### config.mk
export PLATFORM = sky130hd
export DESIGN_NAME = abfind_mem
export DESIGN_NICKNAME = d
export VERILOG_FILES = /design/src/hdl/abfind_pkg.sv /design/src/hdl/abfind_mem.sv
export SDC_FILE = /design/constraint.sdc
export NUM_CORES = 2
export LEC_CHECK = 0
export BUFFER_PORTS_ARGS = -buffer_cell sky130_fd_sc_hd__buf_2
export CAP_MARGIN = 5
export CORE_MARGIN = 10
export CORE_UTILIZATION = 50
export DETAILED_ROUTE_END_ITERATION = 8
export PLACE_DENSITY = 0.65
export SETUP_SLACK_MARGIN = 0.05
export SKIP_CTS_REPAIR_TIMING = 1
export SYNTH_ARGS = -nofsm -noshare
export SYNTH_HDL_FRONTEND = slang
export SYNTH_SLANG_ARGS = --single-unit
### constraint.sdc
create_clock -name clk -period 14.4 [get_ports clk]
set_clock_uncertainty 0.2 [all_clocks]
set_input_delay 1.44 -clock clk [delete_from_list [all_inputs] [get_ports clk]]
set_output_delay 1.44 -clock clk [all_outputs]
set_load 0.01 [all_outputs]
### src/hdl/abfind_pkg.sv
// ----------------------------------------------------------------------------
// abfind_pkg
// Shared types, codes and helpers for the allocation bitmap find-first block.
// ----------------------------------------------------------------------------
package abfind_pkg;

  localparam int WORD_BITS = 64;
  localparam int OFF_W     = 6;
  localparam int IDX_W     = 12;
  localparam int LIM_W     = 13;

  localparam logic [1:0] REQ_READ  = 2'd0;
  localparam logic [1:0] REQ_WRITE = 2'd1;
  localparam logic [1:0] REQ_FIND  = 2'd2;

  localparam logic [LIM_W-1:0] LIMIT_RESET = 13'd4096;

  typedef enum logic [1:0] {
    S_CLEAR,
    S_IDLE,
    S_ACCESS,
    S_SCAN
  } state_t;

  typedef struct packed {
    logic rd;
    logic wr;
  } mem_cmd_t;

  function automatic logic [OFF_W-1:0] lowest_set(input logic [WORD_BITS-1:0] v);
    logic [OFF_W-1:0] p;
    p = '0;
    for (int i = WORD_BITS - 1; i >= 0; i--) begin
      if (v[i]) begin
        p = OFF_W'(i);
      end
    end
    return p;
  endfunction

endpackage

### src/hdl/abfind_mem.sv
// ----------------------------------------------------------------------------
// abfind_mem
// Bitmap word store: one write port, one read port, registered read data.
// ----------------------------------------------------------------------------
module abfind_mem import abfind_pkg::*; #(
  parameter int DEPTH = 64,
  parameter int AW    = 6
) (
  input  logic                 clk,
  input  mem_cmd_t             cmd,
  input  logic [AW-1:0]        rd_addr,
  input  logic [AW-1:0]        wr_addr,
  input  logic [WORD_BITS-1:0] wr_data,
  output logic [WORD_BITS-1:0] rd_data
);

  logic [WORD_BITS-1:0] mem [DEPTH];

  always_ff @(posedge clk) begin
    if (cmd.wr) begin
      mem[wr_addr] <= wr_data;
    end
  end

  always_ff @(posedge clk) begin
    if (cmd.rd) begin
      rd_data <= mem[rd_addr];
    end
  end

endmodule

==> impl_metrics.toml <==
[run_status]
status = "finished, final reports clean"

[clock_network]
numCtsBuffers = 403
numClockSinks = 4160
clkLatencyLatePin_ps = 970
cts_buffer_depth = 4
cts_tree = "done"
path_clk_slew_ps = 60
htree_levels = 5
cts_root_buf = "clkbuf_16"

[global_routing]
antenna_found_initial = 41
grt_pass1_wl_microns = 611000
grt-ovfl-total = 0
grt_max_degree = 115
grt.total_usage_pct = 25.5
grt_pass1_vias = 76386

[sta]
hold_viol_final = 0
rsz0062_at_grt = "false"
fin_crit_sh_pct = 37.1
fin_crit_ps = 5340
maxSlewHeadroom_pct = 15.5
maxSlewViolCount = 0
finalSetupViolations = 0
max_freq_ghz = 0.187
setup_tns_ps = 0
worstMarginPinSlew_ps = 1270

[logic_synthesis]
ys_seq_elements = 4160
syn_avg_cell_area_sq_um = 23.8
syn_nets = 6677
ys_types = 32
yosys_warnings = 0
ys_seq_area_share_pct = 79.6
synth_area_sq_um = 157000
netlist_instances = 6598

[finish]
finish.utilization_pct = 56.4
area_growth_pct = 12.2
fillers = 22338
final_nets = 7053
drive_above_1_share_pct = 27.6

[worst_setup_path]
crit_required_ps = 14880
setup.worst_path.end_class = "register"
worstPathArrival_ps = 5830
critPathLaunchType = "input port"
worstPathCellList = "buf_12 > buf_12 > buf_12 > buf_4 > mux4_2 > mux2i_1 > o22ai_1 > a31oi_1 > a211oi_1"
max_stage_delay_ps = 910
slowest_stage = "buf_4"
cp_max_fo = 93
crit_type = "in -> reg"
path_common_cell = "buf_12"

[floorplanning]
start_util_pct = 50.3
fp.dieH_microns = 580
ios = 143
num_rows = 205
die_area_sq_um = 337000
die_w_microns = 580
core-area_sq_um = 312000

[power_and_ir_drop]
p_seq_share_pct = 54.3
p_comb_share_pct = 4.5
p_per_area_nw_per_um2 = 141
p_sw_mw = 5.29
power.total_mw = 24.8
peakVddDrop_v = 0.000118
pwr-share-clk_pct = 41.2
intPower_mw = 19.5
p_leak_nw = 54.5
sw_frac_of_total_pct = 21.3

[route]
wire_per_inst_microns = 38.2
first_iter_violations = 10833
vias_per_cell = 6.69
vias = 76742
routed_wl_microns = 437000
dr.pass1.iters = 7
drc = 0
ant_nets = 0

[place]
port_buffers = 142
place_congestion = 0.769
hpwlAfterDp_microns = 224000

[job]
cap_violations = 0

[worst_hold_path]
hold_class = "reg -> reg"
-- synthesized netlist by cell type --
cell | count | share of area (%)
edfxtp_1 | 4160 | 80
mux4_2 | 1024 | 15
buf_2 | 170 | 0.54
a22oi_1 | 168 | 0.80
clkbuf_1 | 140 | 0.33
mux2i_1 | 135 | 0.86
nor2_1 | 112 | 0.27
a22o_1 | 88 | 0.49
o22ai_1 | 83 | 0.33
and3_1 | 64 | 0.26
a211oi_1 | 63 | 0.30
nand2_1 | 58 | 0.14
nand3_1 | 45 | 0.14
o221ai_1 | 38 | 0.21
buf_4 | 34 | 0.16
or3_1 | 29 | 0.12
nor2b_1 | 28 | 0.11
or2_2 | 28 | 0.11
a41oi_1 | 26 | 0.15
buf_1 | 20 | 0.048
a2bb2oi_1 | 19 | 0.11
inv_1 | 19 | 0.045
a31oi_1 | 18 | 0.072
nand2b_1 | 11 | 0.044
buf_6 | 6 | 0.043
and2_1 | 3 | 0.012
nand3b_1 | 2 | 0.0096
nand4_1 | 2 | 0.0080
nor3_1 | 2 | 0.0064
a31o_1 | 1 | 0.0056
nand4b_1 | 1 | 0.0056
or3b_2 | 1 | 0.0056
-- worst paths after layout --
path	to	from	cells after the start	slack (ps)
max reg2reg	rd_data[26]	mem[13][26]	5	11510
min reg2reg	rd_data[2]	mem[54][2]	4	740
max	rd_data[33]	rd_addr[0]	9	9060
min	rd_data[2]	mem[54][2]	4	740
-- logic make-up after synthesis --
group | after synthesis | synth area share (%)
flops | 4160 | 79.6
compound gates | 504 | 2.47
mux | 1159 | 15.6
simple gates | 386 | 1.23
buf+inv | 389 | 1.18
-- power groups by stage --
stage / Combinational (mW) / Clock [mW] / Sequential, mW
finish: 1.11 / 10.2 / 13.5
global route: 1.17 / 10.8 / 13.5
CTS: 1.11 / 10.3 / 13.5
detailed placement: 1.11 / 0 / 13.7
global placement: 1.09 / 0 / 13.7
floorplan: 0.625 / 0 / 13.7
-- cell usage in the layout, fill, tap and decap left out, types with 15 or more instances in the layout --
| cell type | netlist | routed |
|---|---|---|
| bufinv_16 | 0 | 28 |
| clkbuf_16 | 0 | 405 |
| or3_1 | 29 | 29 |
| a22oi_1 | 168 | 168 |
| inv_1 | 19 | 19 |
| clkbuf_1 | 140 | 83 |
| a31oi_1 | 18 | 18 |
| edfxtp_1 | 4160 | 4160 |
| o22ai_1 | 83 | 83 |
| buf_12 | 0 | 15 |
| nor2_4 | 0 | 65 |
| mux2i_1 | 135 | 135 |
| mux4_2 | 1024 | 1024 |
| a211oi_1 | 63 | 62 |
| a22o_1 | 88 | 88 |
| clkinv_1 | 0 | 105 |
| nand3_1 | 45 | 45 |
| a41oi_1 | 26 | 26 |
| diode_2 | 0 | 23 |
| buf_2 | 170 | 138 |
| nand2_1 | 58 | 56 |
| clkinv_2 | 0 | 68 |
| nor2b_1 | 28 | 24 |
| nor2_1 | 112 | 47 |
| and3_1 | 64 | 64 |
| buf_4 | 34 | 186 |
| clkinvlp_4 | 0 | 16 |
| o221ai_1 | 38 | 38 |
| or2_2 | 28 | 28 |
| a2bb2oi_1 | 19 | 19 |
-- critical path: cells and delay by family --
family,cells,cell delay (ps)
muxes,2,800
AOI/OAI and AO/OA,3,520
buffers and inverters,4,2510
-- routing by layer --
| layer | part of all wire, % | wire (microns) | global-route usage (%) |
|---|---|---|---|
| met5 | 0.014 | 63 | 0 |
| met4 | 4.0 | 17400 | 8.97 |
| met3 | 10 | 44200 | 4.76 |
| met2 | 48 | 211000 | 41.0 |
| met1 | 38 | 165000 | 35.5 |
-- layout make-up --
| cell class | count | area, sq um | area share (%) |
|---|---|---|---|
| sequential | 4160 | 125000 | 70.9 |
| tap | 4140 | 5180 | 2.94 |
| clock inverter | 245 | 2240 | 1.27 |
| inverter | 19 | 71.3 | 0.0405 |
| timing repair buffer | 341 | 2420 | 1.37 |
| multi-input combinational | 2049 | 30800 | 17.5 |
| antenna | 23 | 57.6 | 0.0327 |
| clock buffer | 488 | 10400 | 5.93 |
-- flip-flops by register name, summed over array words and instances, names as in the netlist --
signal / flops
mem: 4096
rd_data: 64
-- metrics by stage --
stage,instance area (sq um),worst slack [ps],hold slack [ps],instances
floorplan,157000,7320,665,6598
global placement,163000,7940,700,10709
detailed placement,163000,8010,711,10709
CTS,176000,9040,729,11442
global route,176000,8670,764,11452
finish,176000,9060,739,11465
(Power assumes the default switching activity.)
