--- config.mk ---
export PLATFORM = sky130hd
export DESIGN_NAME = abfind_ctrl
export DESIGN_NICKNAME = d
export VERILOG_FILES = /design/src/hdl/abfind_pkg.sv /design/src/hdl/abfind_ctrl.sv
export SDC_FILE = /design/constraint.sdc
export NUM_CORES = 1
export LEC_CHECK = 0
export BUFFER_PORTS_ARGS = -buffer_cell sky130_fd_sc_hd__buf_4
export CORE_UTILIZATION = 50
export DETAILED_ROUTE_END_ITERATION = 10
export PLACE_DENSITY = 0.74
export SLEW_MARGIN = 20
export SYNTH_ARGS = -nofsm -noshare
export SYNTH_HDL_FRONTEND = slang
export SYNTH_SLANG_ARGS = --single-unit
--- constraint.sdc ---
create_clock -name clk -period 7.1 [get_ports clk]
set_input_delay 1.42 -clock clk [delete_from_list [all_inputs] [get_ports clk]]
set_output_delay 1.42 -clock clk [all_outputs]
set_load 0.005 [all_outputs]
--- src/hdl/abfind_pkg.sv ---
// ----------------------------------------------------------------------------
// abfind_pkg
// Shared types, codes and helpers for the allocation bitmap find-first block.
// ----------------------------------------------------------------------------
package abfind_pkg;

  localparam int WORD_BITS = 64;
  localparam int OFF_W     = 6;
  localparam int IDX_W     = 12;
  localparam int LIM_W     = 13;

  localparam logic [1:0] REQ_READ  = 2'd0;
  localparam logic [1:0] REQ_WRITE = 2'd1;
  localparam logic [1:0] REQ_FIND  = 2'd2;

  localparam logic [LIM_W-1:0] LIMIT_RESET = 13'd4096;

  typedef enum logic [1:0] {
    S_CLEAR,
    S_IDLE,
    S_ACCESS,
    S_SCAN
  } state_t;

  typedef struct packed {
    logic rd;
    logic wr;
  } mem_cmd_t;

  function automatic logic [OFF_W-1:0] lowest_set(input logic [WORD_BITS-1:0] v);
    logic [OFF_W-1:0] p;
    p = '0;
    for (int i = WORD_BITS - 1; i >= 0; i--) begin
      if (v[i]) begin
        p = OFF_W'(i);
      end
    end
    return p;
  endfunction

endpackage

--- src/hdl/abfind_ctrl.sv ---
// ----------------------------------------------------------------------------
// abfind_ctrl
// Request sequencer: clearing pass, bit read-modify-write and word scan.
// ----------------------------------------------------------------------------
module abfind_ctrl import abfind_pkg::*; #(
  parameter int DEPTH = 64,
  parameter int AW    = 6
) (
  input  logic                 clk,
  input  logic                 rst,
  input  logic                 start,
  input  logic [1:0]           req_type,
  input  logic [IDX_W-1:0]     bit_index,
  input  logic                 bit_value,
  input  logic [LIM_W-1:0]     limit,
  output logic                 busy,
  output logic                 done,
  output logic                 bit_read,
  output logic                 in_range,
  output logic                 found,
  output logic [IDX_W-1:0]     found_index,
  output mem_cmd_t             cmd,
  output logic [AW-1:0]        rd_addr,
  output logic [AW-1:0]        wr_addr,
  output logic [WORD_BITS-1:0] wr_data,
  input  logic [WORD_BITS-1:0] rd_data
);

  state_t state, state_next;
  logic [AW-1:0]    clr_addr;
  logic [AW-1:0]    chk;
  logic [1:0]       op;
  logic [IDX_W-1:0] idx;
  logic             val;

  logic             done_next, bit_read_next, in_range_next, found_next;
  logic [IDX_W-1:0] found_index_next;

  logic                 acc, inr_in, inr_r, at_last, hit, limit_zero;
  logic [AW-1:0]        last_word;
  logic [WORD_BITS-1:0] mask, hit_vec, bit_mask;
  logic [OFF_W-1:0]     pos;

  assign busy       = (state != S_IDLE);
  assign acc        = start && (state == S_IDLE);
  assign limit_zero = (limit == '0);
  assign inr_in     = ({1'b0, bit_index} < limit);
  assign inr_r      = ({1'b0, idx} < limit);
  assign last_word  = AW'((limit - LIM_W'(1)) >> OFF_W);
  assign at_last    = (chk == last_word);
  assign mask       = (at_last && (limit[OFF_W-1:0] != '0)) ?
                      ((WORD_BITS'(1) << limit[OFF_W-1:0]) - WORD_BITS'(1)) : '1;
  assign hit_vec    = (val ? rd_data : ~rd_data) & mask;
  assign hit        = |hit_vec;
  assign pos        = lowest_set(hit_vec);
  assign bit_mask   = WORD_BITS'(1) << idx[OFF_W-1:0];

  always_comb begin
    state_next = state;
    case (state)
      S_CLEAR: begin
        if (clr_addr == AW'(DEPTH - 1)) state_next = S_IDLE;
      end
      S_IDLE: begin
        if (start) begin
          case (req_type)
            REQ_READ, REQ_WRITE: state_next = S_ACCESS;
            REQ_FIND: state_next = limit_zero ? S_IDLE : S_SCAN;
            default: state_next = S_IDLE;
          endcase
        end
      end
      S_ACCESS: state_next = S_IDLE;
      S_SCAN: begin
        if (hit || at_last) state_next = S_IDLE;
      end
      default: state_next = S_IDLE;
    endcase
  end

  always_comb begin
    cmd              = '0;
    rd_addr          = chk + AW'(1);
    wr_addr          = clr_addr;
    wr_data          = '0;
    done_next        = 1'b0;
    bit_read_next    = 1'b0;
    in_range_next    = 1'b0;
    found_next       = 1'b0;
    found_index_next = '0;
    case (state)
      S_CLEAR: begin
        cmd.wr = 1'b1;
      end
      S_IDLE: begin
        rd_addr = AW'(bit_index[IDX_W-1:OFF_W]);
        if (start) begin
          case (req_type)
            REQ_READ, REQ_WRITE: cmd.rd = inr_in;
            REQ_FIND: begin
              rd_addr   = '0;
              cmd.rd    = !limit_zero;
              done_next = limit_zero;
            end
            default: done_next = 1'b1;
          endcase
        end
      end
      S_ACCESS: begin
        done_next     = 1'b1;
        in_range_next = inr_r;
        if (op == REQ_READ) begin
          bit_read_next = inr_r && rd_data[idx[OFF_W-1:0]];
        end
        if (op == REQ_WRITE && inr_r) begin
          cmd.wr  = 1'b1;
          wr_addr = AW'(idx[IDX_W-1:OFF_W]);
          wr_data = val ? (rd_data | bit_mask) : (rd_data & ~bit_mask);
        end
      end
      S_SCAN: begin
        if (hit) begin
          done_next        = 1'b1;
          found_next       = 1'b1;
          found_index_next = IDX_W'({chk, pos});
        end else if (at_last) begin
          done_next = 1'b1;
        end else begin
          cmd.rd = 1'b1;
        end
      end
      default: begin
        done_next = 1'b0;
      end
    endcase
  end

  always_ff @(posedge clk) begin
    if (rst) begin
      state    <= S_CLEAR;
      clr_addr <= '0;
      done     <= 1'b0;
    end else begin
      state <= state_next;
      done  <= done_next;
      if (state == S_CLEAR) clr_addr <= clr_addr + AW'(1);
    end
  end

  always_ff @(posedge clk) begin
    bit_read    <= bit_read_next;
    in_range    <= in_range_next;
    found       <= found_next;
    found_index <= found_index_next;
    if (acc) begin
      op  <= req_type;
      idx <= bit_index;
      val <= bit_value;
      chk <= '0;
    end else if (state == S_SCAN) begin
      chk <= chk + AW'(1);
    end
  end

  a_access_done: assert property (@(posedge clk) disable iff (rst)
    state == S_ACCESS |=> done)
    else $error("bit access gave no result beat");

  a_found_clean: assert property (@(posedge clk) disable iff (rst)
    done && found |-> !bit_read && !in_range)
    else $error("find beat carries bit access fields");

  a_scan_bound: assert property (@(posedge clk) disable iff (rst)
    state == S_SCAN |-> chk <= last_word)
    else $error("scan passed the last live word");

  a_no_wr_on_accept: assert property (@(posedge clk) disable iff (rst)
    cmd.wr |-> !acc)
    else $error("store written while a request is taken");

endmodule

==> results.sh <==
export IMPL_skew_ns=0.00748
export IMPL_setup_tns_ns=0
export IMPL_setup_viol=0
export IMPL_multi_input_area_um2=7150
export IMPL_wirelength_um=37500
export IMPL_required_ns=5.68
export IMPL_crit_arrival_ns=5.52
export IMPL_post_route_drc_count=0
export IMPL_synthTopCellsByArea="a21oi_1, nand2_1, dfxtp_1"
export IMPL_finalHoldViolCount=0
export IMPL_irDropWorstVdd_mv=0.133
export IMPL_wl_per_cell_um=22.3
export IMPL_drtIter0Drc=1599
export IMPL_die_w_um=135
export IMPL_grtUsageTotal_pct=40.1
export IMPL_syn_num_nets=1448
export IMPL_status="finished, final reports clean"
export IMPL_nNetsFinal=1575
export IMPL_end_kind="primary output"
export IMPL_dpl_instance_area_um2=10400
export IMPL_hold_class="reg -> reg"
export IMPL_seq_area_frac_synth_pct=11.9
export IMPL_ys_ff_latch=45
export IMPL_syn_inst=1328
export IMPL_post_cts_buffers=0
export IMPL_syn_cell_area_um2=8830
export IMPL_synth_warnings=0
export IMPL_max_slew_margin_pct=24.1
export IMPL_io_buffers=189
export IMPL_row_count=48
export IMPL_start_util_pct=51.1
export IMPL_worstSkewPairLatency_ns=0.30
export IMPL_finalCritPeriodShare_pct=97.7
export IMPL_synthArstFlopShare_pct=0
export IMPL_seq_area_um2=1050
export IMPL_coreArea_um2=17300
export IMPL_cts_tree="yes"
export IMPL_htreeDepth=2
export IMPL_ios=190
export IMPL_p_per_area_nw_per_um2=86.7
export IMPL_finalInstanceArea_um2=10600
export IMPL_dp_hpwl_um=29000
export IMPL_leakage_nw=4.24
export IMPL_antenna_cells=0
export IMPL_synth_enable_flop_cells=15
export IMPL_die_area_um2=18200
export IMPL_vias=11300
export IMPL_avgViaCountPerCell=6.73
export IMPL_worst_pin_slew_ns=1.14
export IMPL_synth_ff_type="dfxtp_1"
export IMPL_fin_hold_ws_ns=0.460
export IMPL_grt_pass1_wl_um=56600
export IMPL_syn2layout_area_growth_pct=20.5
export IMPL_drv_cap=0
export IMPL_cts_buffers=5
export IMPL_syn_area_per_cell_um2=6.65
export IMPL_max_freq_ghz=0.144
export IMPL_antenna_found_initial=0
export IMPL_cp_start_kind="input port"
export IMPL_dr_pass1_iters=6
export IMPL_cts_repair_resized=0
export IMPL_cts_sinks=45
export IMPL_grt_max_degree=151
export IMPL_synth_top_area_cell="a21oi_1"
export IMPL_ctsHoldBuffers=0
export IMPL_critical_path_class="in -> out"
export IMPL_die_h_um=135
export IMPL_grt_setup_unrepaired="false"
export IMPL_maxSlewViolCount=0
export IMPL_place_congestion=1.06
export IMPL_period_minus_slack_ns=6.94
export IMPL_grt_remaining_overflow=0
export IMPL_root_buffer="clkbuf_16"
export IMPL_fillers=1647
export IMPL_yosys_area_top_type_share_pct=8.27
export IMPL_clk_path_buf_depth=2
export IMPL_cp_max_fo=13
export IMPL_mostFrequentLayoutCell="buf_4"
export IMPL_drt_antenna_violating_nets=0
export IMPL_yosysUniqueCellTypes=92
export IMPL_path_clk_slew_ns=0.07
export IMPL_drive_above_1_share_pct=21.3
export IMPL_grt_pass1_vias=9887
export IMPL_most_common_layout_cells="buf_4, nand2_1, a21oi_1"
worst paths after layout:
kind                        from                   endpoint  slack (ns)  depth (start not counted)
min reg2reg      op[1]$_DFFE_PP_        bit_read$_SDFF_PN0_        0.46                          1
max                     limit[3]                     cmd[1]        0.16                         16
max reg2reg  chk[5]$_SDFFE_PP0P_  found_index[3]$_SDFF_PP0_        2.78                         14
min              op[1]$_DFFE_PP_        bit_read$_SDFF_PN0_        0.46                          1
layout make-up:
| class | instances | area share [%] |
|---|---|---|
| multi-input combinational | 1122 | 67.2 |
| timing repair buffer | 233 | 16.8 |
| sequential | 45 | 9.88 |
| tap | 225 | 2.65 |
| inverter | 48 | 1.69 |
| clock buffer | 6 | 1.41 |
| clock inverter | 2 | 0.364 |
state kept, by name, indices dropped and copies added (netlist names), 2 cells and up:
name / flops
found_index: 12
idx: 12
chk: 6
clr_addr: 6
op: 2
state: 2
synth_stat cells, types with 15 or more instances:
master and number:
nand2_1 178, a21oi_1 146, o21ai_0 101, nor2_1 94
nand3_1 81, clkbuf_1 70, inv_1 45, or3_1 31
xor2_1 31, dfxtp_1 30, xnor2_1 28, nor3_1 27
nand2b_1 26, buf_1 25, ha_1 25, a31oi_1 23
mux4_2 21, nor2b_1 21, a21o_1 20, o211ai_1 17
a211oi_1 15, edfxtp_1 15, o22ai_1 15
metrics by stage:
step / instances / setup WS [ns] / power, mW / utilization (%)
after floorplan: 1328 / 0.902 / 0.474 / -
after global placement: 1673 / 0.221 / 0.620 / 60.3
after detailed placement: 1673 / 0.135 / 0.621 / 60.3
after CTS: 1681 / 0.137 / 0.911 / 61.4
after global routing: 1681 / 0.0139 / 0.957 / 61.5
final: 1681 / 0.161 / 0.922 / 61.5
cell families (layout without fill, tap and decap cells):
group	Yosys count	in the layout	synth area share, %
adders and majority gates	25	25	3.54
and+or+nand+nor	538	538	30.1
AOI/OAI and AO/OA	461	461	33.5
xor gates and xnor gates	59	59	5.85
DFF	45	45	11.9
muxes	39	39	7.54
buffers and inverters	161	289	7.61
critical path: stages:
cell and delay (ns):
buf_4 0.17, nor4_4 0.47, nand2_1 0.11, ha_1 0.30
or3b_2 0.22, o31ai_1 0.06, a22oi_1 0.47, o22ai_1 0.18
or3_1 0.40, a221oi_2 0.28, nand4b_1 0.19, nand4b_1 0.37
nor4_4 0.39, nand3_1 0.16, o311ai_0 0.14, buf_4 0.18
metal layers:
| metal | up-vias | share of wire (%) | global-route usage [%] |
|---|---|---|---|
| met5 | - | 0 | 0 |
| met4 | 0 | 5.3 | 20.7 |
| met3 | 109 | 11 | 6.42 |
| met2 | 747 | 45 | 63.8 |
| met1 | 5294 | 39 | 52.3 |
| li1 | 5165 | - | - |
power by group:
group | internal, mW | switching [mW] | total, mW
registers | 0.269 | 0.00479 | 0.273
clock network | 0.189 | 0.105 | 0.294
logic | 0.142 | 0.213 | 0.355
total | 0.599 | 0.323 | 0.922
(Power assumes the default switching activity.)
